<file path="config.mk">
export PLATFORM = sky130hd
export DESIGN_NAME = five_level_priority_queue
export DESIGN_NICKNAME = d
export VERILOG_FILES = /design/src/hdl/fplq_pkg.sv /design/src/hdl/fplq_cell.sv /design/src/hdl/five_level_priority_queue.sv
export SDC_FILE = /design/constraint.sdc
export NUM_CORES = 2
export LEC_CHECK = 0
export ABC_CLOCK_PERIOD_IN_PS = 6100
export BUFFER_PORTS_ARGS = -buffer_cell sky130_fd_sc_hd__buf_2
export CAP_MARGIN = 20
export CORE_MARGIN = 8
export CORE_UTILIZATION = 35
export DETAILED_ROUTE_END_ITERATION = 10
export HOLD_SLACK_MARGIN = 0.12
export PLACE_DENSITY = 0.48
export REMOVE_ABC_BUFFERS = 1
export SKIP_CTS_REPAIR_TIMING = 1
export SLEW_MARGIN = 10
export SYNTH_ARGS = -nofsm -noshare
export SYNTH_HDL_FRONTEND = slang
export SYNTH_SLANG_ARGS = --single-unit
export TNS_END_PERCENT = 30
</file>
<file path="constraint.sdc">
create_clock -name clk -period 6.1 [get_ports clk]
set_input_delay 0 -clock clk [delete_from_list [all_inputs] [get_ports clk]]
set_output_delay 0 -clock clk [all_outputs]
set_load 0.01 [all_outputs]
</file>
<file path="src/hdl/fplq_pkg.sv">
`default_nettype none

package fplq_pkg;

  // Request kinds on the input channel.
  localparam logic [1:0] KIND_SEND     = 2'd0;
  localparam logic [1:0] KIND_ANNOUNCE = 2'd1;
  localparam logic [1:0] KIND_REMOVE   = 2'd2;
  localparam logic [1:0] KIND_PROMOTE  = 2'd3;

  localparam logic [2:0] TOP_LEVEL = 3'd4;
  localparam logic [6:0] MAX_POPS  = 7'd64;

  // Operations broadcast to every cell of the chain.
  localparam logic [2:0] CELL_HOLD    = 3'd0;
  localparam logic [2:0] CELL_WRITE   = 3'd1;
  localparam logic [2:0] CELL_MARK_RM = 3'd2;
  localparam logic [2:0] CELL_MARK_PR = 3'd3;
  localparam logic [2:0] CELL_SORT    = 3'd4;
  localparam logic [2:0] CELL_SHIFT   = 3'd5;

  typedef struct packed {
    logic [7:0]  owner;
    logic [2:0]  level;
    logic [15:0] payload;
  } entry_t;

  typedef struct packed {
    logic   vld;
    logic   tag;
    entry_t ent;
  } cell_state_t;

  typedef struct packed {
    logic [2:0] op;
    logic       parity;
    logic       ann;
    entry_t     ent;
  } cell_ctrl_t;

  // Ordering key: empty cells sink to the tail. An announce orders by level,
  // highest first; remove and promote push tagged entries behind the rest.
  function automatic logic [3:0] sort_key(input cell_state_t s, input logic ann);
    logic [2:0] sub;
    sub = ann ? (TOP_LEVEL - s.ent.level) : {2'b00, s.tag};
    return {~s.vld, sub};
  endfunction

endpackage

`default_nettype wire

</file>
<file path="src/hdl/fplq_cell.sv">
`default_nettype none

module fplq_cell (
  input  wire logic                 clk,
  input  wire logic                 rst,
  input  wire fplq_pkg::cell_ctrl_t ctrl,
  input  wire logic                 wr_sel,
  input  wire logic                 pos_odd,
  input  wire logic                 has_left,
  input  wire logic                 has_right,
  input  wire fplq_pkg::cell_state_t left_st,
  input  wire fplq_pkg::cell_state_t right_st,
  output fplq_pkg::cell_state_t      st
);

  fplq_pkg::cell_state_t st_next;
  logic                  pair_left;
  logic [3:0]            key_self;
  logic [3:0]            key_left;
  logic [3:0]            key_right;
  logic                  match;

  assign pair_left = (pos_odd == ctrl.parity);
  assign key_self  = fplq_pkg::sort_key(st, ctrl.ann);
  assign key_left  = fplq_pkg::sort_key(left_st, ctrl.ann);
  assign key_right = fplq_pkg::sort_key(right_st, ctrl.ann);
  assign match     = st.vld && (st.ent.owner == ctrl.ent.owner);

  // Next contents of this cell for the broadcast operation.
  always_comb begin
    st_next = st;
    case (ctrl.op)
      fplq_pkg::CELL_WRITE: begin
        if (wr_sel) begin
          st_next.vld = 1'b1;
          st_next.tag = 1'b0;
          st_next.ent = ctrl.ent;
        end
      end
      fplq_pkg::CELL_MARK_RM: begin
        st_next.tag = 1'b0;
        if (match) begin
          st_next.vld = 1'b0;
        end
      end
      fplq_pkg::CELL_MARK_PR: begin
        st_next.tag = 1'b0;
        if (match && (st.ent.level < fplq_pkg::TOP_LEVEL)) begin
          st_next.tag       = 1'b1;
          st_next.ent.level = st.ent.level + 3'd1;
        end
      end
      fplq_pkg::CELL_SORT: begin
        // Stable compare-exchange with the partner cell of this round.
        if (pair_left) begin
          if (has_right && (key_self > key_right)) begin
            st_next = right_st;
          end
        end else begin
          if (has_left && (key_left > key_self)) begin
            st_next = left_st;
          end
        end
      end
      fplq_pkg::CELL_SHIFT: begin
        if (has_right) begin
          st_next = right_st;
        end else begin
          st_next.vld = 1'b0;
        end
      end
      default: begin
        st_next = st;
      end
    endcase
  end

  always_ff @(posedge clk) begin
    st.tag <= st_next.tag;
    st.ent <= st_next.ent;
    if (rst) begin
      st.vld <= 1'b0;
    end else begin
      st.vld <= st_next.vld;
    end
  end

endmodule

`default_nettype wire

</file>
<file path="src/hdl/five_level_priority_queue.sv">
// Five-level priority message queue built as a chain of CAPACITY cells.
// Input channel (in_valid/in_ready) carries one request per beat: send,
// announce, remove owner or promote owner. Output channel (out_valid/
// out_ready) carries one popped message per beat, with last on the final
// message of an announce.
// A send writes the first empty cell. Remove and promote first mark the
// cells, then CAPACITY rounds of odd-even compare-exchange between
// neighbouring cells compact the chain. An announce runs CAPACITY sorting
// rounds (highest level first, stable) and then pops messages one after
// another, each pop shifting the whole chain one cell towards the head.
// The next request is taken once the current one is finished.
// When the receiver stalls, popping waits; the held beat stays unchanged.
// Reset empties the store and the output register; no clearing pass.
`default_nettype none

module five_level_priority_queue #(
  parameter int CAPACITY = 64
) (
  input  wire logic        clk,
  input  wire logic        rst,
  input  wire logic        in_valid,
  output logic             in_ready,
  input  wire logic [1:0]  kind,
  input  wire logic [7:0]  owner_id,
  input  wire logic [2:0]  level,
  input  wire logic [15:0] payload,
  input  wire logic [6:0]  count,
  output logic             out_valid,
  input  wire logic        out_ready,
  output logic [7:0]       out_owner,
  output logic [2:0]       out_level,
  output logic [15:0]      out_payload,
  output logic             last
);

  localparam int RW = $clog2(CAPACITY + 1);
  localparam logic [RW-1:0] LAST_RND = RW'(CAPACITY - 1);

  localparam logic [1:0] S_IDLE = 2'd0;
  localparam logic [1:0] S_SORT = 2'd1;
  localparam logic [1:0] S_POP  = 2'd2;

  logic [1:0]            state;
  logic [RW-1:0]         rnd;
  logic                  ann;
  logic [6:0]            budget;
  fplq_pkg::cell_state_t st [CAPACITY];
  fplq_pkg::cell_ctrl_t  ctrl;
  logic [CAPACITY-1:0]   vld;
  logic [CAPACITY-1:0]   wr_sel;
  logic                  accept;
  logic                  full;
  logic                  pop_go;
  logic                  last_now;

  assign in_ready = (state == S_IDLE);
  assign accept   = in_valid && in_ready;
  assign full     = vld[CAPACITY-1];
  assign pop_go   = (state == S_POP) && vld[0] && (budget != 7'd0) &&
                    (!out_valid || out_ready);
  assign last_now = (budget == 7'd1) || !vld[1];

  // Broadcast control for the chain.
  always_comb begin
    ctrl.op     = fplq_pkg::CELL_HOLD;
    ctrl.parity = rnd[0];
    ctrl.ann    = ann;
    ctrl.ent    = '{owner: owner_id, level: level, payload: payload};
    unique case (state)
      S_IDLE: begin
        if (accept) begin
          unique case (kind)
            fplq_pkg::KIND_SEND: begin
              if ((level <= fplq_pkg::TOP_LEVEL) && !full) begin
                ctrl.op = fplq_pkg::CELL_WRITE;
              end
            end
            fplq_pkg::KIND_REMOVE:  ctrl.op = fplq_pkg::CELL_MARK_RM;
            fplq_pkg::KIND_PROMOTE: ctrl.op = fplq_pkg::CELL_MARK_PR;
            default:                ctrl.op = fplq_pkg::CELL_HOLD;
          endcase
        end
      end
      S_SORT: ctrl.op = fplq_pkg::CELL_SORT;
      S_POP: begin
        if (pop_go) begin
          ctrl.op = fplq_pkg::CELL_SHIFT;
        end
      end
      default: ctrl.op = fplq_pkg::CELL_HOLD;
    endcase
  end

  // The chain of cells; a send lands in the first empty cell.
  for (genvar i = 0; i < CAPACITY; i++) begin : g_cell
    assign vld[i] = st[i].vld;
    if (i == 0) begin : g_head
      assign wr_sel[i] = !vld[i];
    end else begin : g_body
      assign wr_sel[i] = vld[i-1] && !vld[i];
    end
    fplq_cell u_cell (
      .clk      (clk),
      .rst      (rst),
      .ctrl     (ctrl),
      .wr_sel   (wr_sel[i]),
      .pos_odd  (1'(i % 2)),
      .has_left ((i > 0) ? 1'b1 : 1'b0),
      .has_right((i < CAPACITY - 1) ? 1'b1 : 1'b0),
      .left_st  (st[(i > 0) ? i - 1 : 0]),
      .right_st (st[(i < CAPACITY - 1) ? i + 1 : CAPACITY - 1]),
      .st       (st[i])
    );
  end

  // Sequencer: sorting rounds, then pops for an announce.
  always_ff @(posedge clk) begin
    if (rst) begin
      state  <= S_IDLE;
      rnd    <= '0;
      ann    <= 1'b0;
      budget <= 7'd0;
    end else begin
      unique case (state)
        S_IDLE: begin
          if (accept) begin
            rnd <= '0;
            if (kind == fplq_pkg::KIND_ANNOUNCE) begin
              if (count != 7'd0) begin
                state  <= S_SORT;
                ann    <= 1'b1;
                budget <= (count > fplq_pkg::MAX_POPS) ? fplq_pkg::MAX_POPS : count;
              end
            end else if ((kind == fplq_pkg::KIND_REMOVE) ||
                         (kind == fplq_pkg::KIND_PROMOTE)) begin
              state <= S_SORT;
              ann   <= 1'b0;
            end
          end
        end
        S_SORT: begin
          if (rnd == LAST_RND) begin
            state <= ann ? S_POP : S_IDLE;
          end else begin
            rnd <= rnd + 1'b1;
          end
        end
        S_POP: begin
          if (!vld[0] || (budget == 7'd0)) begin
            state <= S_IDLE;
          end else if (pop_go) begin
            budget <= budget - 7'd1;
            if (last_now) begin
              state <= S_IDLE;
            end
          end
        end
        default: state <= S_IDLE;
      endcase
    end
  end

  // Output register holding one beat.
  always_ff @(posedge clk) begin
    if (pop_go) begin
      out_owner   <= st[0].ent.owner;
      out_level   <= st[0].ent.level;
      out_payload <= st[0].ent.payload;
      last        <= last_now;
    end
    if (rst) begin
      out_valid <= 1'b0;
    end else if (pop_go) begin
      out_valid <= 1'b1;
    end else if (out_ready) begin
      out_valid <= 1'b0;
    end
  end

  // The store stays packed towards the head whenever the block is idle.
  assert property (@(posedge clk) disable iff (rst)
    (state == S_IDLE) |-> ((vld & (vld + 1'b1)) == '0))
    else $error("store not compact while idle");

  // An announce with a non-zero count closes the input in the cycle after it is accepted.
  assert property (@(posedge clk) disable iff (rst)
    (accept && (kind == fplq_pkg::KIND_ANNOUNCE) && (count != 7'd0)) |=> !in_ready)
    else $error("input open during announce");

  // Every pop moves the front message into the output register.
  assert property (@(posedge clk) disable iff (rst)
    pop_go |=> (out_valid && (out_owner == $past(st[0].ent.owner))))
    else $error("popped message lost");

endmodule

`default_nettype wire
</file>
---- Word level (Yosys, flattened, before mapping) ----
Cells that the tools add are included.
word-level totals
  bits in registers ....................... 1,902
  bits of input ports ..................... 40
cells by class
  $lt $le $gt $ge ......................... 129
  bitwise logic cells ..................... 64
  add/subtract/negate cells ............... 130
  mux-type cells .......................... 860
  reduce and logical (&&, ||, !) cells .... 541
  eq/ne operators ......................... 346
operators with widths
  cell                   count
  $mux W29               253
  $pmux W16 S3           63
  $pmux W8 S3            63
  $pmux W3 S4            63
  $reduce_and A5 Y1      127
  $reduce_and A4 Y1      130
  $eq A8 B8 Y1           64
  $ne A2 B1 Y1 const B   197
  $mux W3                130
  $pmux W1 S5            63
  $pmux W1 S4            65
  $gt A4 B4 Y1           63
  $ne A3 B2 Y1 const B   66
  $logic_and A1 B1 Y1    196
  $add A3 B1 Y3 const B  64
  $lt A3 B3 Y1 const B   64
  $sub A3 B3 Y3 const A  64
  $mux W1                134
  $logic_not A1 Y1       65
  $not A1 Y1             64
  $mux W7                8
  $pmux W16 S2           1
  $mux W28               1
  $pmux W7 S2            2
  27 further kinds       60

---- Depth between registers and ports, before layout ----
  depth in word-level cells ............... 9
  mapped depth ............................ 13
  depth with buffers taken out ............ 12

---- Cells and area by module ----
Synthesis repeated with hierarchy kept, for this count alone.
unflattened totals
  cells, all modules ...................... 14,686
  area, all modules ....................... 140,803.8 µm²
modules (own cells, without submodules)
  module                             area each (µm²)  times used  seq. area each (µm²)  cells each
  fplq_cell (g_cell[0].u_cell ...)   2,150.8          44          860.8                 226
  fplq_cell (g_cell[44].u_cell ...)  2,189.6          9           860.8                 227
  fplq_cell (g_cell[60].u_cell ...)  2,187.1          7           860.8                 224
  five_level_priority_queue          2,418.6          1           1,201.2               231
  fplq_cell (g_cell[5].u_cell)       2,250.9          1           860.8                 228
  fplq_cell (g_cell[8].u_cell)       2,177.1          1           860.8                 224
  fplq_cell (g_cell[56].u_cell)      2,170.8          1           860.8                 223
  fplq_cell (g_cell[26].u_cell)      2,134.5          1           860.8                 225

---- Least setup slack after synthesis ----
No wires, ideal clock.
  kind .................................... reg-to-reg
  start ................................... register ann
  end ..................................... register g_cell[20].u_cell.st[0] (netlist name)
  period minus slack after synthesis ...... 3.875 ns
  data required time ...................... 5.695 ns
  cell stages (with the launch flop) ...... 12
  path slack .............................. 2.225 ns
  data arrival time ....................... 3.470 ns
  library setup time ...................... 0.405 ns
  cells stage by stage .................... dfxtp_1 > clkbuf_1 > clkbuf_1 > buf_1 > mux2i_1 > inv_1 > ha_1 > nand4_1 > o21ai_0 > o21a_1 > a211o_1 > nor2_1
on the way
  longest elaborated chain between the ends .. 4
ends and longest elaborated chain
  what                                  line                              RTL
  start: declaration                    five_level_priority_queue.sv:45   logic ann;
  start signal: assignment              five_level_priority_queue.sv:121  ann <= 1'b0;
  start signal: assignment              five_level_priority_queue.sv:131  ann <= 1'b1;
  start signal: assignment              five_level_priority_queue.sv:137  ann <= 1'b0;
  $mux W3                               fplq_pkg.sv:45                    sub = ann ? (TOP_LEVEL - s.ent.level) : {2'b00, s.tag};
  $gt A4 B4 Y1 (on tied branches)       fplq_cell.sv:60, fplq_cell.sv:56
  $ne A3 B2 Y1 (no source line)         n/a
  $reduce_and A4 Y1 (no source line) *  n/a
Mark *: on every way between the ends. The rest lies on a longest branch, timed or not.
A chain may end at the register's enable or synchronous reset.

---- Final worst setup path ----
  start ................................... register state[1]
  end ..................................... register g_cell[0].u_cell.st[28] (netlist name)
on the way
  longest elaborated chain between the ends .. 9
ends and longest elaborated chain
  what                                                         line                                                              RTL
  start: declaration                                           five_level_priority_queue.sv:43                                   logic [1:0] state;
  start signal: assignment                                     five_level_priority_queue.sv:143                                  state <= ann ? S_POP : S_IDLE;
  $eq A2 B2 Y1                                                 five_level_priority_queue.sv:59, five_level_priority_queue.sv:69
  $logic_and A1 B1 Y1 (3 in a row)                             five_level_priority_queue.sv:59                                   assign pop_go = (state == S_POP) && vld[0] && (budget != 7'd0) &&
  $mux W3                                                      five_level_priority_queue.sv:86                                   if (pop_go) begin
  $pmux W3 S3 *                                                five_level_priority_queue.sv:69                                   unique case (state)
  $eq A3 B2 Y1, or another cell as far along                   fplq_cell.sv:32                                                   case (ctrl.op)
  $ne A2 B1 Y1 (no source line), or another cell as far along  n/a
  $reduce_and A4 Y1 (no source line)                           n/a
Marked as above.

==> flow_results.org <==
** Outcome
- The flow ran to the end, and the final reports show no timing, DRC or antenna violations.

** Power
- After layout, the design draws a total of 37.9 mW.
- Comb power frac :: 18.0%
- Net switching power :: 11.2 mW
- Leakage power :: 39.8 nW
- Cell internal power was estimated by the tool at 26.7 mW.
- The share of total power dissipated in sequential elements is 47.1%.
- Of the total power, the share spent switching nets is 29.5%.
- Clk network pwr share :: 34.8%
- Total power per unit cell area :: 335 mW/mm2
- Maximum vdd ir drop :: 0.233 mV

** STA
- Final Hold Fails :: 0
- Hold Worst Slack :: 109 ps
- Setup repair after global routing left no endpoint under its margin.
- Tcrit/Tclk final :: 76.1%
- Worst slew slack as a fraction of its limit :: 23.2%
- Final slew viol count :: 0
- The clock period could shrink to 4640 ps.
- Slew @ Worst Pin :: 1150 ps
- Fmax :: 215 MHz
- Setup slack closes at 1460 ps.
- Setup TNS after final layout :: 0 ps
- Between clock sinks in the finished design, the worst skew comes to 43.6 ps.
- Final setup violation count :: 0

** Yosys
- Measured against the total synthesized area, the mux share comes to 0.632%.
- Synthesis inferred 1902 register bits.
- After Yosys synthesis, full adders, half adders and majority gates account for 6.29% of the synthesized area.
- Number of distinct library cell variants in the gate-level netlist after synthesis :: 61
- Total of warnings raised by yosys :: 0
- In the synthesized netlist the dominant register cell turns out to be edfxtp_1.
- Post-Synth XOR/XNOR Area :: 5.00%
- Number of flops mapped to enable cells by yosys :: 1820
- Average cell area after synthesis :: 12.9 um2
- Summing the areas of all compound-gate instances in the mapped netlist gives 22.0% of the synthesized area.
- Share of synthesized area occupied by flip-flops and latches :: 55.5%
- Share of synthesized cell area in and, or, nand and nor gates :: 5.76%
- Post-synthesis instance area :: 0.101 mm2
- Async set-or-reset flop fraction in the synthesized netlist :: 0%
- After synthesis, the largest family of logic cells by area is compound AO/OA/AOI/OAI gates.
- Counting every instance in the synthesized netlist gives 7890.

** Routing
- The final route contains 72400 vias.
- Drt via density :: 6.22
- For this block, the initial DRC count from the detailed router was 7611.
- The first TritonRoute pass finished after 10 iterations.
- Drc violations :: 0
- In this run the remaining antenna-violating nets after routing total 0.
- Average detailed-routed wire length per instance :: 27.1 um
- For this block, the routed nets add up to 316000 um of wire.

** Placement
- Port buffering added 69 buffers.
- Before CTS, the worst setup slack after placement is 1560 ps.
- Final weighted congestion of routability-driven global placement :: 0.797
- Post-DP HPWL :: 197000 um

** Global route
- First-pass GRT wire length :: 481000 um
- Initial antenna violation count :: 4
- Pin count of the biggest net entering global routing :: 195
- Number of global-route vias before repair :: 74700
- Summed over all layers, the global routing overflow is 0.
- For this run, the total global-route usage over all layers was measured as 19.5%.

** Clock network
- Number of buffers inserted during clock tree synthesis :: 218
- For the worst-skew pair, the clock arrives at the later sink with an insertion delay of 880 ps.
- The H-tree generated during clock tree synthesis spans 4 levels.
- After clock tree synthesis, the clock-pin slew on the worst setup and hold paths is 60 ps.
- The longest clock path from root to sink contains 4 buffers.
- Clock tree from TritonCTS :: yes
- The root buffer cell chosen for the clock tree is clkbuf_16.
- Number of sinks handled by clock tree synthesis :: 1902

** Critical path
- Grouping stages by cell kind, the critical path spends the most delay in simple AND/OR/NAND/NOR gates.
- Worst endpoint data arrival time :: 5300 ps
- The critical path goes through nor2b_1 -> o2111a_4 -> buf_4 -> nand2b_2 -> a21oi_1 -> or4_1 -> a21oi_2.
- Buffer and inverter count on the worst path :: 1
- Delay of the slowest critical-path stage :: 920 ps
- Across all register-to-register paths, the minimum setup slack is 1460 ps.
- Crit. End Element :: flip-flop
- Slowest cell on the critical path :: nand2b_2
- Critical path launch point type :: flip-flop
- Maximum net fanout on the critical path :: 32
- The worst setup path is of the reg2reg kind.
- Data on the critical path is required at its endpoint by 6760 ps.

** Floorplanning
- Floorplan die height :: 555 um
- The initialized floorplan defines 197 standard-cell rows.
- Die Area :: 0.307 mm2
- Horizontal extent of the die :: 555 um
- Initial core utilization :: 35.2%
- Std-Cell Core Area :: 0.288 mm2
- Number of ports placed on the die boundary :: 70

** Cells and area
- Ratio of cells with drive above 1 in the final layout :: 9.08%
- Area used by multi-input combinational logic :: 0.0406 mm2
- Fill cells in the final layout number 27300.
- Across the whole layout, storage elements account for 0.0563 mm2.
- Net count, final :: 8212
- Synth-to-layout area growth :: 11.4%

** Job
- Max-Cap Viols :: 0

** Worst hold path
- The min-delay analysis places its worst path in the category in2reg.
-- cell usage in the layout, fill, tap and decap left out, types with 81 or more instances in the layout --
cell	netlist	routed
xor2_1	129	129
nand2_1	442	441
buf_4	60	180
o21ai_0	315	315
clkbuf_16	0	223
ha_1	510	510
nand4_1	118	118
edfxtp_1	1820	1820
xnor2_1	451	451
a221o_1	1507	1507
inv_1	387	386
nor2_1	149	83
o211ai_1	105	105
dfxtp_1	82	81
a222oi_1	186	186
-- per-layer routing --
metal,track usage [%],wire length (um)
met1,29.5,150000
met4,4.31,5960
met2,29.9,141000
met5,0,0
met3,2.25,19300
-- power by group through the flow --
stage | combinational, mW | sequential, mW | clock (mW)
after global routing | 7.50 | 18.0 | 14.0
after floorplan | 5.32 | 17.6 | 0
final | 6.82 | 17.9 | 13.2
after global placement | 6.56 | 18.1 | 0
after detailed placement | 6.69 | 18.1 | 0
after CTS | 6.74 | 17.8 | 13.5
-- worst paths after layout --
path / startpoint / endpoint / cells past startpoint
hold / removal: payload[2] / g_cell[63].u_cell.st[2] / 4
setup reg to reg: state[1] / g_cell[0].u_cell.st[28] / 7
setup / recovery: state[1] / g_cell[0].u_cell.st[28] / 7
hold reg to reg: g_cell[0].u_cell.st[13] / out_payload[13] / 0
-- flip-flops by register name (all words and copies together), names as in the netlist --
name,count
ann,1
last,1
state,2
out_valid,1
rnd,7
out_owner,8
g_cell.u_cell.st,1856
out_level,3
out_payload,16
budget,7
-- Yosys cell counts (71+ instances only) --
master    instances  share of area, %
o211ai_1        105              0.78
nand2_1         442               1.6
nor2_1          149              0.55
o21ai_0         315               1.6
inv_1           387               1.4
edfxtp_1       1820                54
xor2_1          129               1.1
a211oi_1         71              0.53
a222oi_1        186               1.8
nand4_1         118              0.73
nand3_1          72              0.36
dfxtp_1          82               1.6
buf_2           230               1.1
ha_1            510               6.3
clkbuf_1        462               1.7
a221o_1        1507                15
xnor2_1         451               3.9
-- worst min-delay path: cells and delay by family --
| family | cells | cell delay, ps |
|---|---|---|
| buffers and inverters | 2 | 700 |
| and+or+nand+nor | 2 | 140 |
-- through the flow --
stage	area (um2)	std cells	utilization (%)
after CTS	112000	11600	38.9
after global placement	105000	11200	36.5
after global routing	113000	11600	39.2
after detailed placement	105000	11200	36.5
final	113000	11600	39.2
after floorplan	98000	7099	-
-- layout make-up --
cell class / instances / area share, %
Multi-Input combinational cell: 4810 / 35.9
Tap cell: 3781 / 4.18
Inverter: 387 / 1.28
Sequential cell: 1902 / 49.8
Clock inverter: 122 / 1.01
Timing Repair Buffer: 343 / 2.67
Clock buffer: 278 / 5.15
Antenna cell: 13 / 0.0288
-- cell families (layout without fill, tap and decap cells) --
logic type / Yosys count / after routing
AOI/OAI and AO/OA: 2502 / 2502
xor gates and xnor gates: 580 / 580
adders and majority gates: 510 / 510
buffers and inverters: 1178 / 1130
other: 0 / 13
DFF: 1902 / 1902
muxes: 64 / 64
and+or+nand+nor: 1154 / 1154
(Power assumes the default switching activity.)
